===== src/design/lkvc_pkg.sv =====
package lkvc_pkg;

  // Default sizing of the store.
  localparam int ENTRIES_DEF  = 16;
  localparam int KEY_BITS_DEF = 32;

  // Field widths fixed by the item format.
  localparam int DATA_BITS = 32;
  localparam int CAP_BITS  = 5;

  // Configuration port.
  localparam int APB_ADDR_BITS = 3;
  localparam int APB_DATA_BITS = 32;

  // Register index, taken from the word address (paddr[2]).
  localparam logic REG_CAPACITY = 1'b0;

  // Capacity after reset.
  localparam logic [CAP_BITS-1:0] CAP_RESET = CAP_BITS'(16);

  // Operation codes.
  typedef enum logic {
    CMD_GET = 1'b0,
    CMD_PUT = 1'b1
  } cmd_t;

  // One input item.
  typedef struct packed {
    cmd_t                        cmd;
    logic signed [DATA_BITS-1:0] lookup_key;
    logic signed [DATA_BITS-1:0] put_value;
  } in_item_t;

  // One result item.
  typedef struct packed {
    logic                        found;
    logic signed [DATA_BITS-1:0] read_value;
  } out_item_t;

endpackage


===== src/design/lkvc_cfg.sv =====
module lkvc_cfg (
  input  logic                                clk,
  input  logic                                rst_n,
  input  logic                                psel,
  input  logic                                penable,
  input  logic                                pwrite,
  input  logic [lkvc_pkg::APB_ADDR_BITS-1:0]  paddr,
  input  logic [lkvc_pkg::APB_DATA_BITS-1:0]  pwdata,
  output logic [lkvc_pkg::APB_DATA_BITS-1:0]  prdata,
  output logic                                pready,
  output logic [lkvc_pkg::CAP_BITS-1:0]       capacity
);
  import lkvc_pkg::*;

  logic [CAP_BITS-1:0] capacity_r;
  logic [CAP_BITS-1:0] capacity_nxt;
  logic                wr_cap;

  // The port never inserts wait states.
  assign pready = 1'b1;

  // A write lands in the access phase; other word addresses are ignored.
  assign wr_cap = psel && penable && pwrite && pready && (paddr[2] == REG_CAPACITY);

  always_comb begin
    capacity_nxt = capacity_r;
    if (wr_cap) begin
      capacity_nxt = pwdata[CAP_BITS-1:0];
    end
  end

  always_ff @(posedge clk) begin
    if (!rst_n) begin
      capacity_r <= CAP_RESET;
    end else begin
      capacity_r <= capacity_nxt;
    end
  end

  // Read back the register; unused addresses read as zero.
  always_comb begin
    prdata = '0;
    if (paddr[2] == REG_CAPACITY) begin
      prdata = APB_DATA_BITS'(capacity_r);
    end
  end

  assign capacity = capacity_r;

endmodule


===== src/design/lkvc_store.sv =====
module lkvc_store #(
  parameter int ENTRIES  = lkvc_pkg::ENTRIES_DEF,
  parameter int KEY_BITS = lkvc_pkg::KEY_BITS_DEF
) (
  input  logic                          clk,
  input  logic                          rst_n,
  input  logic                          op_valid,
  input  lkvc_pkg::in_item_t            op,
  input  logic [lkvc_pkg::CAP_BITS-1:0] capacity,
  output lkvc_pkg::out_item_t           res
);
  import lkvc_pkg::*;

  localparam int AGE_W = $clog2(ENTRIES);
  localparam int CNT_W = $clog2(ENTRIES + 1);
  localparam int CMP_W = (CNT_W > CAP_BITS) ? CNT_W : CAP_BITS;

  // Entry storage: keys form a CAM, every entry compared at once.
  logic [KEY_BITS-1:0]  key_r   [ENTRIES];
  logic [DATA_BITS-1:0] value_r [ENTRIES];
  logic [ENTRIES-1:0]   valid_r;
  logic [ENTRIES-1:0]   valid_nxt;
  logic [AGE_W-1:0]     age_r   [ENTRIES];
  logic [AGE_W-1:0]     age_nxt [ENTRIES];
  logic [CNT_W-1:0]     count_r;
  logic [CNT_W-1:0]     count_nxt;

  logic [KEY_BITS-1:0]  key;
  logic [ENTRIES-1:0]   hit_vec;
  logic                 hit;
  logic [DATA_BITS-1:0] hit_value;
  logic [AGE_W-1:0]     hit_age;
  logic [CMP_W-1:0]     eff_cap;
  logic                 full;
  logic [CNT_W-1:0]     count_m1;
  logic [ENTRIES-1:0]   lru_vec;
  logic [ENTRIES-1:0]   free_vec;
  logic [ENTRIES-1:0]   free_first;
  logic [ENTRIES-1:0]   slot_vec;
  logic [ENTRIES-1:0]   wr_vec;
  logic                 is_put;

  // Keys are sign-extended or truncated to the stored key width.
  assign key    = KEY_BITS'(op.lookup_key);
  assign is_put = (op.cmd == CMD_PUT);

  // Parallel compare; valid keys are distinct, so at most one entry hits.
  always_comb begin
    hit_value = '0;
    hit_age   = '0;
    for (int j = 0; j < ENTRIES; j++) begin
      hit_vec[j] = valid_r[j] && (key_r[j] == key);
      hit_value  = hit_value | (value_r[j] & {DATA_BITS{hit_vec[j]}});
      hit_age    = hit_age | (age_r[j] & {AGE_W{hit_vec[j]}});
    end
  end
  assign hit = |hit_vec;

  // Capacity clamped to the range one to ENTRIES.
  always_comb begin
    eff_cap = CMP_W'(capacity);
    if (capacity == '0) begin
      eff_cap = CMP_W'(1);
    end else if (CMP_W'(capacity) > CMP_W'(ENTRIES)) begin
      eff_cap = CMP_W'(ENTRIES);
    end
  end
  assign full = CMP_W'(count_r) >= eff_cap;

  // Valid ages are always 0 .. count-1, so the least recent entry
  // is the valid one whose age equals count-1.
  assign count_m1 = count_r - CNT_W'(1);
  always_comb begin
    for (int j = 0; j < ENTRIES; j++) begin
      lru_vec[j] = valid_r[j] && (age_r[j] == count_m1[AGE_W-1:0]);
    end
  end

  // Lowest free entry, isolated as the lowest set bit.
  assign free_vec   = ~valid_r;
  assign free_first = free_vec & (~free_vec + ENTRIES'(1));
  assign slot_vec   = full ? lru_vec : free_first;

  // Next state of the recency ages, valid bits and fill count.
  always_comb begin
    valid_nxt = valid_r;
    count_nxt = count_r;
    wr_vec    = '0;
    for (int j = 0; j < ENTRIES; j++) begin
      age_nxt[j] = age_r[j];
    end
    if (op_valid) begin
      if (hit) begin
        // Promote the hit entry; younger entries age by one.
        if (is_put) begin
          wr_vec = hit_vec;
        end
        for (int j = 0; j < ENTRIES; j++) begin
          if (hit_vec[j]) begin
            age_nxt[j] = '0;
          end else if (valid_r[j] && (age_r[j] < hit_age)) begin
            age_nxt[j] = age_r[j] + AGE_W'(1);
          end
        end
      end else if (is_put) begin
        // Insert into the chosen slot, evicting it first when full.
        wr_vec    = slot_vec;
        valid_nxt = valid_r | slot_vec;
        if (!full) begin
          count_nxt = count_r + CNT_W'(1);
        end
        for (int j = 0; j < ENTRIES; j++) begin
          if (slot_vec[j]) begin
            age_nxt[j] = '0;
          end else if (valid_r[j]) begin
            age_nxt[j] = age_r[j] + AGE_W'(1);
          end
        end
      end
    end
  end

  // Control state.
  always_ff @(posedge clk) begin
    if (!rst_n) begin
      valid_r <= '0;
      count_r <= '0;
      for (int j = 0; j < ENTRIES; j++) begin
        age_r[j] <= '0;
      end
    end else begin
      valid_r <= valid_nxt;
      count_r <= count_nxt;
      for (int j = 0; j < ENTRIES; j++) begin
        age_r[j] <= age_nxt[j];
      end
    end
  end

  // Key and value storage, written per entry.
  always_ff @(posedge clk) begin
    for (int j = 0; j < ENTRIES; j++) begin
      if (wr_vec[j]) begin
        key_r[j]   <= key;
        value_r[j] <= op.put_value;
      end
    end
  end

  // Result of this item, taken from the state before the update.
  always_comb begin
    res.found      = hit;
    res.read_value = '0;
    if (hit && !is_put) begin
      res.read_value = hit_value;
    end
  end

endmodule


===== src/design/lru_key_value_cache.sv =====
// Fully associative key-value store with least-recently-used replacement.
// An item is taken on any clock edge where start is high; busy never rises,
// so one item can be issued every cycle. Each item gives exactly one result,
// shown on out_item for one cycle with out_valid high. The edge that takes
// the item loads the input register; the key compare and recency update sit
// between it and the result register, which drives the result strobe. The
// receiver cannot stall; it must capture every result in its strobe cycle.
// No clearing pass runs after reset. Write capacity only while no items are
// in flight.
module lru_key_value_cache #(
  parameter int ENTRIES  = lkvc_pkg::ENTRIES_DEF,
  parameter int KEY_BITS = lkvc_pkg::KEY_BITS_DEF
) (
  input  logic                               clk,
  input  logic                               rst_n,
  input  logic                               start,
  output logic                               busy,
  input  lkvc_pkg::in_item_t                 in_item,
  output logic                               out_valid,
  output lkvc_pkg::out_item_t                out_item,
  input  logic                               psel,
  input  logic                               penable,
  input  logic                               pwrite,
  input  logic [lkvc_pkg::APB_ADDR_BITS-1:0] paddr,
  input  logic [lkvc_pkg::APB_DATA_BITS-1:0] pwdata,
  output logic [lkvc_pkg::APB_DATA_BITS-1:0] prdata,
  output logic                               pready
);
  import lkvc_pkg::*;

  logic                in_valid_r;
  in_item_t            in_item_r;
  logic                out_valid_r;
  out_item_t           out_item_r;
  out_item_t           res;
  logic [CAP_BITS-1:0] capacity;

  // The store takes every item without stalling, so busy stays low.
  assign busy = 1'b0;

  lkvc_cfg u_cfg (
    .clk      (clk),
    .rst_n    (rst_n),
    .psel     (psel),
    .penable  (penable),
    .pwrite   (pwrite),
    .paddr    (paddr),
    .pwdata   (pwdata),
    .prdata   (prdata),
    .pready   (pready),
    .capacity (capacity)
  );

  lkvc_store #(
    .ENTRIES  (ENTRIES),
    .KEY_BITS (KEY_BITS)
  ) u_store (
    .clk      (clk),
    .rst_n    (rst_n),
    .op_valid (in_valid_r),
    .op       (in_item_r),
    .capacity (capacity),
    .res      (res)
  );

  // Input register and result register.
  always_ff @(posedge clk) begin
    if (!rst_n) begin
      in_valid_r  <= 1'b0;
      out_valid_r <= 1'b0;
    end else begin
      in_valid_r  <= start && !busy;
      out_valid_r <= in_valid_r;
    end
  end

  always_ff @(posedge clk) begin
    if (start && !busy) begin
      in_item_r <= in_item;
    end
    if (in_valid_r) begin
      out_item_r <= res;
    end
  end

  assign out_valid = out_valid_r;
  assign out_item  = out_item_r;

endmodule

===== config.mk =====
export PLATFORM = sky130hd
export DESIGN_NAME = lru_key_value_cache
export DESIGN_NICKNAME = d
export VERILOG_FILES = /design/src/design/lkvc_pkg.sv /design/src/design/lkvc_cfg.sv /design/src/design/lkvc_store.sv /design/src/design/lru_key_value_cache.sv
export SDC_FILE = /design/constraint.sdc
export NUM_CORES = 2
export LEC_CHECK = 0
export ABC_AREA = 1
export BUFFER_PORTS_ARGS = -buffer_cell sky130_fd_sc_hd__buf_2
export CAP_MARGIN = 10
export CORE_MARGIN = 2
export CORE_UTILIZATION = 60
export DETAILED_ROUTE_END_ITERATION = 8
export GPL_TIMING_DRIVEN = 1
export PLACE_DENSITY = 0.77
export SETUP_SLACK_MARGIN = 0.3
export SLEW_MARGIN = 20
export SYNTH_ARGS = -nofsm -noshare
export SYNTH_HDL_FRONTEND = slang
export SYNTH_SLANG_ARGS = --single-unit

===== constraint.sdc =====
create_clock -name clk -period 13.78 [get_ports clk]
set_input_delay 2.756 -clock clk [delete_from_list [all_inputs] [get_ports clk]]
set_output_delay 2.756 -clock clk [all_outputs]
set_load 0.005 [all_outputs]

==> results.json <==
{
  "status": "complete, no violations",
  "nNetsFinal": 6201,
  "cts-htree-levels": 3,
  "detail_route.first_pass.iterations": 7,
  "start_util_pct": 60.75,
  "detail_routed_net_length_per_standard_cell_um": 25.51,
  "routed_via_density": 6.183,
  "timing.critical_path.slowest_stage_cell": "nor2_4",
  "leakage_uw": 0.02563,
  "vias": 45900,
  "cts_tree": "done",
  "via_count_of_the_first_global_routing_pass": 42623,
  "power.density_mw_per_mm2": 127.3,
  "full_die_area_mm2": 0.09899,
  "gp_weighted_congestion": 1.008,
  "synth_top_family_by_area": "simple AND/OR/NAND/NOR gates",
  "chipHeight_um": 314.6,
  "cts.repair_timing.setup_buffer_count": 0,
  "synth-xor-area-share_pct": 1.934,
  "yosys.area.top_type_share_pct": 58.20,
  "kind_of_start_point_of_the_critical_path": "flip-flop",
  "detail_route.drc_violations": 0,
  "synthDistinctLibCells": 56,
  "placeableCoreArea_mm2": 0.09529,
  "grt.overflow.total": 0,
  "syn_to_final_growth_pct": 10.21,
  "crit_top_cell": "nand2_1",
  "setup_repair_after_global_routing_missed_its_margin": "no",
  "chipWidth_um": 314.6,
  "synth.most_common_cell": "nand2_1",
  "grt_max_degree": 65,
  "finalSetupViolCount": 0,
  "detail_route.wirelength_mm": 189.4,
  "critical_path.n_buffers_inverters": 4,
  "num_io_pins": 174,
  "global_route.usage.total_pct": 37.82,
  "hold_viol_final": 0,
  "simple_gate_fraction_of_synth_area_pct": 21.85,
  "synth_enable_flop_cells": 1122,
  "share_of_post_route_cells_with_drive_strength_above_1_pct": 8.268,
  "placementRows": 113,
  "grt_first_pass_wirelength_mm": 271.5,
  "timing.critical_path.arrival_ns": 6.54,
  "synth_flop_cell": "edfxtp_1",
  "post_cts_hold_buffer_count": 0,
  "clk_pin_slew_worst_paths_ns": 0.06,
  "worst_skew_pair.late_latency_ns": 0.77,
  "timing.max_slew.rel_slack_pct": 21.22,
  "drt-initial-drc-count": 7585,
  "placed_area_mm2": 0.05967,
  "syn-cell-area_mm2": 0.05790,
  "placement.io_buffers": 115,
  "grt_antenna_before_repair": 6,
  "timing.critical_path.cells": "buf_4 > inv_2 > nand2_1 > nand2_1 > nor2_1 > nand2_1 > nor2_1 > nand2_1 > nor2_1 > nand2_1 > nand4_1 > nor2_1 > nand2_4 > inv_4 > nand2_1 > o21ai_0 > nor2_4 > buf_4",
  "synth-seq-cells": 1214,
  "syn-mean-instance-area_um2": 9.793,
  "cts_buffers": 120,
  "synth_compound_area_share_pct": 7.393,
  "cts-root-buf": "clkbuf_16",
  "timing.rr.start": "in_item_r[38]",
  "post-route-period-util_pct": 44.77,
  "synth.top_cells.by_count": "nand2_1 (1802), edfxtp_1 (1122), nor2_1 (747), inv_1 (635), nand3_1 (228)",
  "maxCapViolCount": 0,
  "yosys-top-cells-area": "edfxtp_1 (58%), nand2_1 (12%), nor2_1 (4.8%)",
  "setup.worst_path.start": "in_item_r[38]",
  "required_ns": 14.15,
  "post_cts_resized": 0,
  "clock_sink_count": 1214,
  "synth.largest_area_cell": "edfxtp_1",
  "cpPeakStageDelay_ns": 0.93,
  "worst_hold_path_type": "flip-flop to flip-flop",
  "critical_path.top_delay_family": "simple AND/OR/NAND/NOR gates",
  "stdcell_area_mm2": 0.06380,
  "detail-route-antenna-nets": 0,
  "final.min_clock_period_ns": 6.169,
  "place_hpwl_mm": 110.3,
  "finalCoreUtilization_pct": 66.96,
  "synth_warnings": 0,
  "finClkSkew_ns": 0.07537,
  "vdd_ir_drop_max_mv": 0.1535,
  "synthArstFlopShare_pct": 0,
  "timing_worst_slew_pin_value_ns": 1.179,
  "clock_tree.buffer_depth": 3,
  "timing.setup.critical_path_class": "flip-flop to flip-flop",
  "min-delay-start": "u_store.count_r[4]",
  "sequential_element_share_of_the_synthesized_area_pct": 61.38,
  "totalNegativeSetupSlack_ns": 0,
  "final_max_slew_viol_count": 0,
  "synthesis.instances": 5912,
  "yosys-mux-area-fraction_pct": 0,
  "critical_path.max_fanout": 42,
  "max_clock_freq_mhz": 162.1,
  "synth-adder-area-share_pct": 0.8428,
  "cp-end-kind": "flip-flop"
}
## tightest hold or removal path: stages (launching register included)
cell     delay, ns
dfxtp_1       0.31
inv_1         0.06
a21oi_1       0.05
## where the power goes
| group | leakage (uW) | total (uW) | switching (uW) | internal, uW |
|---|---|---|---|---|
| Clock | 0.00197 | 3410 | 1450 | 1960 |
| Combinational | 0.0128 | 578 | 450 | 128 |
| Sequential | 0.0109 | 4140 | 44.7 | 4090 |
| Total | 0.0256 | 8120 | 1940 | 6180 |
## worst paths after layout
kind	end	slack (ns)	depth (start not counted)
worst max-delay path	u_store.value_r[0][54]	7.61	18
worst min register to register	u_store.count_r[4]	0.47	2
worst max register to register	u_store.value_r[0][54]	7.61	18
worst min-delay path	u_store.count_r[4]	0.47	2
## cells by family (layout without fill, tap and decap cells)
family	count (synthesis)	after routing
AND/OR/NAND/NOR	3083	3083
flip-flops	1214	1214
buffers and inverters	886	1103
AO/OA/AOI/OAI	561	561
XOR/XNOR	127	127
adder cells (fa/ha/maj)	39	39
other	2	32
## state kept, by name (all words and copies together) (netlist names), 5 cells and up
signal	count
in_item_r	65
out_item	33
u_cfg.capacity	5
u_store.age_r	64
u_store.count_r	5
u_store.key_r	512
u_store.valid_r	16
u_store.value_r	512
## through the flow
step / hold slack [ns] / worst slack (ns) / cells / total power, uW
2_1_floorplan: 0.4425 / 8.067 / 5939 / 4523
3_3_place_gp: 0.4587 / 7.921 / 7198 / 4751
3_5_place_dp: 0.4616 / 7.895 / 7198 / 4761
4_1_cts: 0.4735 / 7.895 / 7420 / 8104
5_1_grt: 0.5031 / 7.666 / 7421 / 8306
6_report: 0.4713 / 7.611 / 7424 / 8123
## metal layers
layer	global-route usage, %	vias up	share of wire [%]
met5	0	-	0.0095
met4	19.81	2	5.7
met3	9.236	608	15
met2	55.42	3586	42
met1	52.58	21498	37
li1	-	20206	-
## placed cells by master, fill, tap and decap left out, types with 29 or more instances in the layout
cell	count
clkbuf_16	120
nand2_1	1801
a22o_1	128
dfxtp_1	91
o21ai_0	106
clkinv_1	44
xor2_1	49
inv_1	632
edfxtp_1	1122
xnor2_1	77
inv_2	30
a21oi_1	67
buf_4	85
nand4_1	123
nand3b_1	30
o21ai_1	34
nand3_1	228
nor3_1	56
buf_2	114
conb_1	29
nor2_1	730
ha_1	39
a41oi_2	30
a221oi_1	132
## final cells by class
cell class / count / area, um2
Fill cell: 7218 / 31490
Clock buffer: 140 / 3078
Antenna cell: 3 / 7.507
Sequential cell: 1214 / 35540
Inverter: 681 / 2566
Clock inverter: 82 / 1028
Timing Repair Buffer: 200 / 1229
Multi-Input combinational cell: 3839 / 18780
Tap cell: 1265 / 1583
(Power assumes the default switching activity.)
